<file path="src/cts_pkg.sv">
`default_nettype none

package cts_pkg;

  typedef enum logic [2:0] {
    PH_SCAN   = 3'd0,
    PH_RUN    = 3'd1,
    PH_COLON  = 3'd2,
    PH_MIN1   = 3'd3,
    PH_SUFFIX = 3'd4,
    PH_DONE   = 3'd5
  } phase_t;

  localparam logic [1:0] ST_FOUND = 2'd0;
  localparam logic [1:0] ST_NONE  = 2'd1;
  localparam logic [1:0] ST_RANGE = 2'd2;

  localparam logic [7:0] CH_NUL    = 8'h00;
  localparam logic [7:0] CH_SPACE  = 8'h20;
  localparam logic [7:0] CH_ZERO   = 8'h30;
  localparam logic [7:0] CH_NINE   = 8'h39;
  localparam logic [7:0] CH_COLON  = 8'h3A;
  localparam logic [7:0] CH_A      = 8'h41;
  localparam logic [7:0] CH_P      = 8'h50;
  localparam logic [7:0] CH_A_LOW  = 8'h61;
  localparam logic [7:0] CH_P_LOW  = 8'h70;

  localparam logic [6:0]  MAX_HOUR         = 7'd23;
  localparam logic [6:0]  MAX_MINUTE       = 7'd59;
  localparam logic [6:0]  NOON_HOUR        = 7'd12;
  localparam logic [12:0] MINUTES_PER_HOUR = 13'd60;
  localparam logic [10:0] DAY_MINUTES      = 11'(24 * 60);

  // Result of the text as it stands when the ending zero byte is taken
  typedef struct packed {
    logic        fire;
    logic [1:0]  status;
    logic [10:0] arrival;
    logic [10:0] now;
  } text_end_t;

  function automatic logic [6:0] mul10_add(input logic [6:0] v, input logic [3:0] d);
    logic [9:0] acc;
    acc = {v, 3'b000} + {2'b00, v, 1'b0} + {6'b0, d};
    return acc[6:0];
  endfunction

  // 12-hour rebase by the suffix character, then hour and minute to minute of day
  function automatic logic [10:0] rebased_minutes(input logic [6:0] hour,
                                                  input logic [6:0] minute,
                                                  input logic [7:0] c);
    logic [6:0]  h;
    logic [12:0] total;
    h = hour;
    if (c == CH_A || c == CH_A_LOW) begin
      if (h == NOON_HOUR) h = 7'd0;
    end else if (c == CH_P || c == CH_P_LOW) begin
      if (h < NOON_HOUR) h = h + NOON_HOUR;
    end
    total = {6'b0, h} * MINUTES_PER_HOUR + {6'b0, minute};
    return total[10:0];
  endfunction

endpackage

`default_nettype wire

</file>
<file path="src/clock_time_text_scanner.sv">
`default_nettype none

// Clock time scanner: takes a text one byte per transfer on the slave side and
// gives one result transfer per text, issued for the ending zero byte: a status,
// the first H:MM or HH:MM time found (with A/P 12-hour suffix applied) as a
// minute of day, and the minutes from the supplied current time until it,
// wrapped over midnight. One byte is taken every cycle at full rate. A zero
// byte passes the input register, then its result is stored in the result
// register. Non-zero bytes keep flowing while a result waits; only a zero byte
// meeting a full, stalled result register holds the input side.
module clock_time_text_scanner (
  input  wire logic        clk,
  input  wire logic        rst,
  input  wire logic        s_tvalid,
  output logic             s_tready,
  input  wire logic [23:0] s_tdata,   // text_byte[7:0], now_minute_of_day[18:8], zeros
  output logic             m_tvalid,
  input  wire logic        m_tready,
  output logic [23:0]      m_tdata    // scan_status[1:0], arrival_minute[12:2],
                                      // minutes_until[23:13]
);

  cts_pkg::text_end_t txt_end;
  logic               res_ready;

  cts_scan u_scan (
    .clk       (clk),
    .rst       (rst),
    .s_tvalid  (s_tvalid),
    .s_tready  (s_tready),
    .s_tdata   (s_tdata),
    .res_ready (res_ready),
    .txt_end   (txt_end)
  );

  cts_result u_result (
    .clk       (clk),
    .rst       (rst),
    .txt_end   (txt_end),
    .res_ready (res_ready),
    .m_tvalid  (m_tvalid),
    .m_tready  (m_tready),
    .m_tdata   (m_tdata)
  );

  a_status_code: assert property (@(posedge clk) disable iff (rst)
    m_tvalid |-> (m_tdata[1:0] == cts_pkg::ST_FOUND || m_tdata[1:0] == cts_pkg::ST_NONE ||
                  m_tdata[1:0] == cts_pkg::ST_RANGE))
    else $error("invalid scan status");

  a_found_in_day: assert property (@(posedge clk) disable iff (rst)
    (m_tvalid && m_tdata[1:0] == cts_pkg::ST_FOUND)
      |-> (m_tdata[12:2] < cts_pkg::DAY_MINUTES && m_tdata[23:13] < cts_pkg::DAY_MINUTES))
    else $error("found time outside the day");

  a_not_found_zero: assert property (@(posedge clk) disable iff (rst)
    (m_tvalid && m_tdata[1:0] != cts_pkg::ST_FOUND) |-> (m_tdata[23:2] == 22'd0))
    else $error("times not cleared without a found time");

endmodule

`default_nettype wire

</file>
<file path="src/cts_scan.sv">
`default_nettype none

module cts_scan (
  input  wire logic                 clk,
  input  wire logic                 rst,
  input  wire logic                 s_tvalid,
  output logic                      s_tready,
  input  wire logic [23:0]          s_tdata,   // text_byte[7:0], now_minute_of_day[18:8], zeros
  input  wire logic                 res_ready,
  output cts_pkg::text_end_t        txt_end
);

  logic        in_full;
  logic [7:0]  in_byte;
  logic [10:0] in_now;
  logic        advance;
  logic        is_nul;

  cts_pkg::phase_t phase, phase_next;
  logic [1:0]  run_len, run_len_next;
  logic [6:0]  hour, hour_next;
  logic [6:0]  minute, minute_next;
  logic [10:0] parsed, parsed_next;
  logic [1:0]  status, status_next;

  logic        dig;
  logic [3:0]  d;
  logic [6:0]  hour_step;
  logic [6:0]  min_step;
  logic [7:0]  d_full;

  assign is_nul   = (in_byte == cts_pkg::CH_NUL);
  // a zero byte waits here until the result register can take it
  assign advance  = in_full && (!is_nul || res_ready);
  assign s_tready = !in_full || advance;

  always_ff @(posedge clk) begin
    if (rst) begin
      in_full <= 1'b0;
    end else if (s_tready) begin
      in_full <= s_tvalid;
    end
  end

  always_ff @(posedge clk) begin
    if (s_tvalid && s_tready) begin
      in_byte <= s_tdata[7:0];
      in_now  <= s_tdata[18:8];
    end
  end

  assign dig       = (in_byte >= cts_pkg::CH_ZERO) && (in_byte <= cts_pkg::CH_NINE);
  assign d_full    = in_byte - cts_pkg::CH_ZERO;
  assign d         = dig ? d_full[3:0] : 4'd0;
  assign hour_step = cts_pkg::mul10_add(hour, d);
  assign min_step  = cts_pkg::mul10_add(minute, d);

  always_comb begin
    phase_next   = phase;
    run_len_next = run_len;
    hour_next    = hour;
    minute_next  = minute;
    parsed_next  = parsed;
    status_next  = status;
    unique case (phase)
      cts_pkg::PH_RUN: begin
        if (dig) begin
          if (run_len != 2'd3) begin
            run_len_next = run_len + 2'd1;
            if (run_len != 2'd2) hour_next = hour_step;
          end
        end else if (run_len != 2'd3 && in_byte == cts_pkg::CH_COLON) begin
          phase_next = cts_pkg::PH_COLON;
        end else begin
          phase_next = cts_pkg::PH_SCAN;
        end
      end
      cts_pkg::PH_COLON: begin
        if (dig) begin
          minute_next = {3'b000, d};
          phase_next  = cts_pkg::PH_MIN1;
        end else begin
          phase_next = cts_pkg::PH_SCAN;
        end
      end
      cts_pkg::PH_MIN1: begin
        if (dig) begin
          minute_next = min_step;
          if (hour > cts_pkg::MAX_HOUR || min_step > cts_pkg::MAX_MINUTE) begin
            status_next = cts_pkg::ST_RANGE;
            phase_next  = cts_pkg::PH_DONE;
          end else begin
            phase_next = cts_pkg::PH_SUFFIX;
          end
        end else begin
          // lone minute digit becomes a fresh one-digit run
          hour_next    = minute;
          run_len_next = 2'd1;
          phase_next   = (in_byte == cts_pkg::CH_COLON) ? cts_pkg::PH_COLON
                                                         : cts_pkg::PH_SCAN;
        end
      end
      cts_pkg::PH_SUFFIX: begin
        if (in_byte != cts_pkg::CH_SPACE) begin
          parsed_next = cts_pkg::rebased_minutes(hour, minute, in_byte);
          status_next = cts_pkg::ST_FOUND;
          phase_next  = cts_pkg::PH_DONE;
        end
      end
      cts_pkg::PH_DONE: begin
      end
      default: begin
        if (dig) begin
          phase_next   = cts_pkg::PH_RUN;
          run_len_next = 2'd1;
          hour_next    = {3'b000, d};
        end else begin
          phase_next = cts_pkg::PH_SCAN;
        end
      end
    endcase
  end

  always_ff @(posedge clk) begin
    if (rst || (advance && is_nul)) begin
      phase   <= cts_pkg::PH_SCAN;
      run_len <= 2'd0;
      hour    <= 7'd0;
      minute  <= 7'd0;
      parsed  <= 11'd0;
      status  <= cts_pkg::ST_NONE;
    end else if (advance) begin
      phase   <= phase_next;
      run_len <= run_len_next;
      hour    <= hour_next;
      minute  <= minute_next;
      parsed  <= parsed_next;
      status  <= status_next;
    end
  end

  // time still in the suffix phase is taken with no rebase
  always_comb begin
    txt_end.fire = advance && is_nul;
    txt_end.now  = in_now;
    if (phase == cts_pkg::PH_SUFFIX) begin
      txt_end.status  = cts_pkg::ST_FOUND;
      txt_end.arrival = cts_pkg::rebased_minutes(hour, minute, cts_pkg::CH_NUL);
    end else begin
      txt_end.status  = status;
      txt_end.arrival = parsed;
    end
  end

endmodule

`default_nettype wire

</file>
<file path="src/cts_result.sv">
`default_nettype none

module cts_result (
  input  wire logic                clk,
  input  wire logic                rst,
  input  wire cts_pkg::text_end_t  txt_end,
  output logic                     res_ready,
  output logic                     m_tvalid,
  input  wire logic                m_tready,
  output logic [23:0]              m_tdata   // scan_status[1:0], arrival_minute[12:2],
                                             // minutes_until[23:13]
);

  logic [10:0] now_wrapped;
  logic [11:0] until_wide;
  logic [10:0] until_val;
  logic [10:0] arrival_val;
  logic        found;

  assign res_ready = !m_tvalid || m_tready;
  assign found     = (txt_end.status == cts_pkg::ST_FOUND);

  // input never exceeds 2047, so one subtraction brings it into the day
  assign now_wrapped = (txt_end.now >= cts_pkg::DAY_MINUTES)
                       ? txt_end.now - cts_pkg::DAY_MINUTES : txt_end.now;

  always_comb begin
    if (txt_end.arrival >= now_wrapped) begin
      until_wide = {1'b0, txt_end.arrival} - {1'b0, now_wrapped};
    end else begin
      until_wide = {1'b0, txt_end.arrival} + {1'b0, cts_pkg::DAY_MINUTES}
                   - {1'b0, now_wrapped};
    end
  end

  assign until_val   = found ? until_wide[10:0] : 11'd0;
  assign arrival_val = found ? txt_end.arrival : 11'd0;

  always_ff @(posedge clk) begin
    if (rst) begin
      m_tvalid <= 1'b0;
    end else if (res_ready) begin
      m_tvalid <= txt_end.fire;
    end
  end

  always_ff @(posedge clk) begin
    if (txt_end.fire && res_ready) begin
      m_tdata <= {until_val, arrival_val, txt_end.status};
    end
  end

endmodule

`default_nettype wire

</file>
<file path="config.mk">
export PLATFORM = sky130hd
export DESIGN_NAME = clock_time_text_scanner
export DESIGN_NICKNAME = d
export VERILOG_FILES = /design/src/cts_pkg.sv /design/src/clock_time_text_scanner.sv /design/src/cts_scan.sv /design/src/cts_result.sv
export SDC_FILE = /design/constraint.sdc
export NUM_CORES = 1
export LEC_CHECK = 0
export BUFFER_PORTS_ARGS = -buffer_cell sky130_fd_sc_hd__buf_4
export CAP_MARGIN = 20
export CORE_ASPECT_RATIO = 0.7
export CORE_MARGIN = 3
export CORE_UTILIZATION = 35
export DETAILED_ROUTE_END_ITERATION = 10
export GPL_TIMING_DRIVEN = 0
export PLACE_DENSITY = 0.56
export SYNTH_ARGS = -nofsm -noshare
export SYNTH_HDL_FRONTEND = slang
export SYNTH_SLANG_ARGS = --single-unit
</file>
<file path="constraint.sdc">
create_clock -name clk -period 6.1 [get_ports clk]
set_input_delay 0.305 -clock clk [delete_from_list [all_inputs] [get_ports clk]]
set_output_delay 0.305 -clock clk [all_outputs]
set_load 0.02 [all_outputs]
</file>
### Word-level counts from Yosys, hierarchy flattened

Index checks and enable logic that the tools add are counted.

* bits in registers: 77
* input port bits: 28

* reductions and logical operators: 28
* equality and inequality tests: 23
* bitwise gates (word level): 2
* multiply operators: 2
* magnitude comparators: 7
* add/sub/neg operators: 13
* muxes and demuxes: 36

Operators with widths (count)
* $mux 7: 12
* $eq 8x7->1 const B: 4
* $add 11x7->11: 2
* $mux 11: 2
* $sub 11x11->11: 2
* $pmux 7 s3: 1
* $mux 2: 10
* $mul 7x4->9 const B: 2
* $pmux 3 s5: 1
* $add 7x4->7: 2
* $add 7x7->7: 2
* $ne 2x1->1 const B: 7
* $pmux 7 s2: 1
* $mux 13: 1
* $add 11x11->11 const B: 1
* $ge 11x11->1: 1
* $ge 11x11->1 const B: 1
* $sub 11x11->11 const B: 1
* $mux 3: 3
* $eq 8x6->1 const B: 1
* $ge 8x6->1 const B: 1
* $le 8x6->1 const B: 1
* $logic_not 8->1: 1
* $ne 2x2->1 const B: 4
* 27 further kinds: 47

### Depth between registers and ports, before layout

Gate-level depths: netlist of the first run.

* depth after elaboration: 9
* depth in mapped cells: 22
* depth with buffers taken out: 21

### Modules after synthesis

Synthesis of the first run repeated with hierarchy kept, for this count alone.

* cells, all modules: 772
* area, all modules: 7151.9 µm²

By module, submodules not included
* cts_scan: area an instance 4785.8 µm², times used 1, cells each 523
* cts_result: area an instance 2366.0 µm², times used 1, cells each 249

### Least setup slack after synthesis of the first run

Ideal clock, no wire load.

* path kind: register to register
* start: register u_scan.hour[2]
* end: register u_result.m_tdata[15], data pin
* arrival: 4.993 ns
* data required time: 5.833 ns
* slack: 0.840 ns
* cell stages (with the launch flop): 23
* cell sequence: dfxtp_1 -> inv_1 -> fa_1 -> fa_1 -> inv_1 -> ha_1 -> xor2_1 -> ha_1 -> a21boi_0 -> o21ai_0 -> xor2_1 -> nor2_1 -> a21oi_1 -> inv_1 -> ha_1 -> inv_1 -> nor3b_1 -> o31ai_1 -> o41a_1 -> o31ai_2 -> buf_4 -> mux2i_1 -> nor2_1

RTL lines
* from (decl): line cts_scan.sv:21 `logic [6:0] hour, hour_next;`
* from (signal assigned): line cts_scan.sv:135 `hour <= hour_next;`
* to (signal assigned): line cts_result.sv:49 `m_tdata <= {until_val, arrival_val, txt_end.status};`
* to (decl): line cts_result.sv:10 `output logic [23:0] m_tdata`

==> impl_metrics.yaml, run 1 <==
run_status:
  status: "complete, no violations"
sta:
  tightest_slew_ns: 0.783
  setup_slack_ns: 0.378
  max_freq_mhz: 175
  finalMaxSlewViolations: 0
  clock_skew_ns: 0.0123
  period_minus_slack_ns: 5.72
  period_share_pct: 93.8
  hold_viol: 0
  max_slew_margin_pct: 47.1
  rsz0062_at_grt: "no"
  finalSetupTns_ns: 0
  report.final.setup_viol: 0
die:
  dieArea_um2: 21100
  dieWidth_um: 172
  rows: 41
  initial_core_util_pct: 36.7
  num_io_pins: 54
  coreArea_um2: 18500
  die_y_um: 122
synth:
  synth-edff-count: 43
  yosys.area_share.simple_pct: 14.4
  synthAdderAreaFrac_pct: 25.9
  synth_top_area_share_pct: 19.1
  postSynthNetCount: 866
  ys_seq_elements: 77
  synth_cell_types: 65
  synth_top_family_by_area: "adder cells"
  ys_seq_area_share_pct: 29.1
  syn_area_um2: 6770
  yosys.area_share.xor_xnor_pct: 6.99
  synth_area_leaders: "edfxtp_1 19%, ha_1 16%, dfxtp_1 10%"
  ys.flop_type: "edfxtp_1"
  synth_compound_area_share_pct: 15.8
  synthTopCellsByCount: "85 x ha_1, 77 x inv_1, 71 x nor2_1"
  avgSynthCellArea_um2: 9.42
  yosysTopAreaCell: "edfxtp_1"
  yosysMostFrequentCell: "ha_1"
  ys_async_sr_fraction_pct: 0
  syn_inst: 719
  synthMuxAreaShare_pct: 1.92
  ys_warn_count: 0
job:
  cap_viol_max_count: 0
routing:
  drt_iter0_markers: 311
  totalWireLength_um: 16500
  wl_per_cell_um: 16.1
  vias: 5079
  drc_errors: 0
  antenna_left: 0
  vias_per_cell: 4.96
  drt_pass1_iterations: 5
worst_setup_path:
  crit_path_start_kind: "flip-flop"
  cp_max_fo: 14
  crit_slowest_cell: "dfxtp_2"
  cp-end-kind: "flip-flop"
  critPathRequiredTime_ns: 6.16
  cp.arrival_ns: 5.78
  r2r_end: "u_result.m_tdata[19]$_SDFFCE_PP0P_"
  rrSetupSlack_ns: 0.38
  critical_path_class: "reg2reg"
  rr_worst_depth: 20
  cp_cell_sequence: "fa_1 -> inv_1 -> fa_1 -> inv_1 -> fa_1 -> ha_1 -> a211o_1 -> o211a_1 -> a21oi_1 -> inv_1 -> ha_1 -> nor2_1 -> a221oi_1 -> nor3b_1 -> o31ai_1 -> o41a_1 -> o31ai_2 -> buf_4 -> mux2i_1 -> nor2_1"
  rr_startpoint: "u_scan.hour[2]$_SDFFE_PP0P_"
  cpPeakStageDelay_ns: 0.53
min_path:
  hold_path_depth: 1
  hold_path_class: "in2reg"
  worstHoldStart: "s_tdata[11]"
  min_to: "u_scan.in_now[3]$_DFFE_PP_"
final_layout:
  final_nets: 929
  diodes: 0
  stdcell_area_um2: 7810
  fillCellCount: 1824
  syn_to_final_growth_pct: 15.4
  stdcell_count: 1023
  drive_above_1_share_pct: 13.7
global_route:
  grt_use_total_pct: 16.2
  grt_max_degree: 21
  antenna_found_initial: 0
  overflow: 0
  first_global_vias: 4858
  grt_pass1_wl_um: 26500
power:
  peakVddDrop_mv: 0.125
  leakagePower_nw: 3.46
  fin_total_pwr_mw: 1.30
  power.density_nw_per_um2: 166
clock_network:
  clock_path_buffers: 2
  h-tree-depth: 3
  cts_tree: "done"
  path_clk_slew_ns: 0.07
  cts_sinks: 77
  cts_root_buffer: "clkbuf_16"
  clock_latency_ns: 0.34
  cts_made_buffers: 9
placement:
  dp_slack_ns: 0.0328
  gp_congestion: 0.859
  dp_cells: 1005
  placed_area_um2: 7480
  port_buffers: 48
  place_hpwl_um: 13500
-- report_power, final --
| group | switching (mW) | total (mW) | internal, mW |
|---|---|---|---|
| Combinational | 0.0956 | 0.167 | 0.0713 |
| Sequential | 0.0126 | 0.570 | 0.557 |
| Clock | 0.235 | 0.558 | 0.323 |
-- cell families (layout without fill, tap and decap cells) --
logic type,count (synthesis),in the layout
AO/OA/AOI/OAI,155,155
XOR/XNOR,54,54
adder cells (fa/ha/maj),120,120
buffers and inverters,99,167
flip-flops,77,77
multiplexers,13,13
AND/OR/NAND/NOR,201,201
-- through the flow --
step | utilization (%) | hold slack [ns]
final | 42.3 | 0.134
after global routing | 42.3 | 0.122
after CTS | 42.1 | 0.127
after detailed placement | 40.5 | 0.446
after global placement | 40.2 | 0.444
after floorplan | - | 0.374
-- timing repair --
action | CTS | global route
hold buffers | 0 | 0
pin swaps | 0 | 0
setup endpoints to repair | 2 | 9
buffers inserted | 0 | 2
resized for setup | 1 | 7
-- layer usage --
layer | wire (µm) | vias to the layer above | track usage, %
met2 | 6400 | 108 | 22.1
li1 | - | 2609 | -
met4 | 99 | 0 | 1.89
met1 | 9240 | 2350 | 26.6
met3 | 738 | 12 | 3.06
met5 | 0 | - | 0
-- final cells by class --
class                   instances  area, µm²  area share [%]
flip-flops and latches         77       1980            25.3
clock buffers                   9        225            2.88
inverters                      78        297            3.80
repair buffers                 52        418            5.35
clock inverters                 7       78.8            1.01
well taps                     236        295            3.78
plain buffers                  21        106            1.36
multi-input cells             543       4410            56.5
-- registers in the layout, summed over array words and instances, names as in the netlist --
register	cells
u_scan.in_byte	8
u_result.m_tdata	24
u_scan.in_full	1
u_scan.phase	3
u_scan.run_len	2
u_scan.in_now	11
u_result.m_tvalid	1
u_scan.parsed	11
u_scan.minute	7
u_scan.status	2
u_scan.hour	7
-- worst max-delay path: cells and delay by family, from the launching register on --
| family | cells | cell delay (ns) |
|---|---|---|
| flip-flops | 1 | 0.53 |
| buffers and inverters | 4 | 0.61 |
| AND/OR/NAND/NOR | 3 | 0.43 |
| multiplexers | 1 | 0.21 |
| adder cells (fa/ha/maj) | 5 | 1.99 |
| AO/OA/AOI/OAI | 7 | 1.65 |
-- placed cells by master (no fill, tap or decap), types with 15 or more instances in the layout --
master	instances
a21oi_1	51
a21o_1	15
nor2_1	71
fa_1	34
buf_4	53
ha_1	85
nand2_1	56
dfxtp_1	30
o21ai_0	24
xnor2_1	34
inv_1	76
edfxtp_1	43
xor2_1	20
-- worst max-delay path by stage --
stage	start	to	slack, ns	cells past startpoint
3_3_place_gp	u_scan.hour[2]$_SDFFE_PP0P_	u_result.m_tdata[15]$_SDFFCE_PP0P_	0.01	22
5_1_grt	u_scan.hour[3]$_SDFFE_PP0P_	u_result.m_tdata[19]$_SDFFCE_PP0P_	0.02	22
2_1_floorplan	u_scan.hour[2]$_SDFFE_PP0P_	u_result.m_tdata[15]$_SDFFCE_PP0P_	0.84	22
6_report	u_scan.hour[2]$_SDFFE_PP0P_	u_result.m_tdata[19]$_SDFFCE_PP0P_	0.38	20
3_5_place_dp	u_scan.hour[2]$_SDFFE_PP0P_	u_result.m_tdata[19]$_SDFFCE_PP0P_	0.03	22
4_1_cts	u_scan.hour[3]$_SDFFE_PP0P_	u_result.m_tdata[19]$_SDFFCE_PP0P_	0.006	22
No activity file was read; power rests on OpenSTA's default activity.
==> inputs of run 2 (changes only) <==
--- a/config.mk
+++ b/config.mk
@@ -8,11 +8,11 @@
 export BUFFER_PORTS_ARGS = -buffer_cell sky130_fd_sc_hd__buf_4
 export CAP_MARGIN = 20
 export CORE_ASPECT_RATIO = 0.7
-export CORE_MARGIN = 3
-export CORE_UTILIZATION = 35
+export CORE_MARGIN = 2
+export CORE_UTILIZATION = 55
 export DETAILED_ROUTE_END_ITERATION = 10
 export GPL_TIMING_DRIVEN = 0
-export PLACE_DENSITY = 0.56
+export PLACE_DENSITY = 0.79
 export SYNTH_ARGS = -nofsm -noshare
 export SYNTH_HDL_FRONTEND = slang
 export SYNTH_SLANG_ARGS = --single-unit
==> run 2 against run 1 <==
Global-route usage up 9.3 points. Via count up 5.3%. Maximum frequency down 1.7%. Sequential power about the same. Core utilization up 23 points. Routed wire length down 2.8%. First-iteration DRC count up 59%. Register-to-register slack worse by 0.099 ns. Die area down 37%. Sequential share of layout area up 0.33 points. Worst hold slack worse by 0.0019 ns. Sequential cell count unchanged. Largest power group unchanged.
==> impl_metrics.yaml, run 2 (synthesis gave the netlist of run 1 again) <==
final_layout:
  reg_top3: "u_result.m_tdata: 24 flops, u_scan.in_now: 11 flops, u_scan.parsed: 11 flops"
  stdcell_area_um2: 7710
  diodes: 0
  final_cell_mix: "85 x ha_1, 76 x inv_1, 71 x nor2_1"
  top_register: "u_result.m_tdata"
  multi_input_area_um2: 4410
  fillCellCount: 904
  final_common_cell: "ha_1"
  drive_above_1_share_pct: 13.7
  final_nets: 929
  ff_latch_area_um2: 1980
  largest_reg_flops: 24
  syn_to_final_growth_pct: 13.9
power:
  power.density_nw_per_um2: 166
  leakagePower_nw: 3.46
  fin_total_pwr_mw: 1.28
  peakVddDrop_mv: 0.155
worst_setup_path:
  crit_path_start_kind: "flip-flop"
  cpPeakStageDelay_ns: 0.52
  cp.arrival_ns: 5.89
  rrSetupSlack_ns: 0.28
  critPathRequiredTime_ns: 6.17
  cp_cell_sequence: "clkinvlp_4 -> fa_1 -> fa_1 -> inv_1 -> ha_1 -> xor2_1 -> ha_1 -> a21boi_1 -> o21ai_0 -> xor2_1 -> nor2_1 -> a21oi_2 -> inv_1 -> ha_1 -> inv_1 -> nor3b_1 -> o31ai_1 -> o41a_1 -> o31ai_2 -> buf_6 -> mux2i_1 -> nor2_1"
  cp-end-kind: "flip-flop"
  critical_path_class: "reg2reg"
  cp_max_fo: 10
  crit_slowest_cell: "fa_1"
sta:
  setup_slack_ns: 0.280
  report.final.setup_viol: 0
  period_share_pct: 95.4
  finalSetupTns_ns: 0
  finalMaxSlewViolations: 0
  hold_viol: 0
  max_freq_mhz: 172
  period_minus_slack_ns: 5.82
  clock_skew_ns: 0.0118
  tightest_slew_ns: 0.772
  max_slew_margin_pct: 47.9
global_route:
  antenna_found_initial: 0
  overflow: 0
  grt_max_degree: 20
  grt_use_total_pct: 25.5
  first_global_vias: 5292
  grt_pass1_wl_um: 26500
die:
  num_io_pins: 54
  initial_core_util_pct: 57.1
  rows: 33
  dieWidth_um: 137
  dieArea_um2: 13200
  coreArea_um2: 11900
  die_y_um: 96.8
clock_network:
  path_clk_slew_ns: 0.06
  cts_root_buffer: "clkbuf_16"
  clock_path_buffers: 2
  cts_tree: "done"
  cts_sinks: 77
  cts_made_buffers: 9
  clock_latency_ns: 0.35
  h-tree-depth: 3
placement:
  gp_congestion: 0.927
  dp_slack_ns: -0.0172
  placed_area_um2: 7380
  place_hpwl_um: 12900
  port_buffers: 48
routing:
  drc_errors: 0
  vias_per_cell: 5.67
  drt_iter0_markers: 494
  totalWireLength_um: 16000
  wl_per_cell_um: 17.0
  drt_pass1_iterations: 6
  antenna_left: 0
  vias: 5350
run_status:
  status: "complete, no violations"
min_path:
  hold_path_class: "in2reg"
job:
  cap_viol_max_count: 0
run 2: routing by layer:
metal / wire length (µm) / GRT usage, % / part of all wire (%)
met2: 7420 / 40.7 / 46
met5: 0 / 0 / 0
met4: 112 / 4.33 / 0.70
met3: 1060 / 4.66 / 6.6
met1: 7430 / 36.7 / 46
run 2: what timing repair did:
item,4_1_cts,5_1_grt
gates resized for setup,3,6
hold buffers,0,0
setup buffers,0,2
setup endpoints to repair,5,9
run 2: path summary, 6_finish.rpt:
check                           startpoint                                 end  depth (start not counted)
max            u_scan.hour[3]$_SDFFE_PP0P_  u_result.m_tdata[15]$_SDFFCE_PP0P_                         22
min reg2reg  u_scan.parsed[6]$_SDFFE_PP0P_       u_scan.parsed[6]$_SDFFE_PP0P_                          2
min                             s_tdata[1]         u_scan.in_byte[1]$_DFFE_PP_                          1
max reg2reg    u_scan.hour[3]$_SDFFE_PP0P_  u_result.m_tdata[15]$_SDFFCE_PP0P_                         22
run 2: power breakdown:
part           leakage, nW  switching, mW  total (mW)  internal, mW
Combinational         2.64         0.0967       0.168        0.0716
Clock                0.148          0.221       0.540         0.319
Sequential           0.679         0.0127       0.570         0.557
Total                 3.46          0.330        1.28         0.948
run 2: layout make-up:
| class | instances | share of cell area (%) |
|---|---|---|
| multi-input combinational | 543 | 57.2 |
| clock buffer | 9 | 2.92 |
| clock inverter | 7 | 0.957 |
| buffer | 21 | 1.43 |
| tap | 157 | 2.55 |
| sequential | 77 | 25.6 |
| timing repair buffer | 52 | 5.42 |
| inverter | 78 | 3.85 |
run 2: through the flow:
| stage | util (%) | cells | hold WS, ns |
|---|---|---|---|
| 3_3_place_gp | 61.8 | 924 | 0.445 |
| 5_1_grt | 65.1 | 944 | 0.123 |
| 2_1_floorplan | - | 719 | 0.374 |
| 6_report | 65.1 | 944 | 0.132 |
| 4_1_cts | 64.8 | 942 | 0.127 |
| 3_5_place_dp | 62.3 | 926 | 0.446 |
run 2: critical path, delay by kind of cell (launching register included):
kind,cells,cell delay [ns]
flops,1,0.48
simple gates,3,0.43
fa+ha+maj,5,2.02
xor+xnor,2,0.39
compound gates,6,1.32
buf+inv,5,0.70
mux,1,0.21
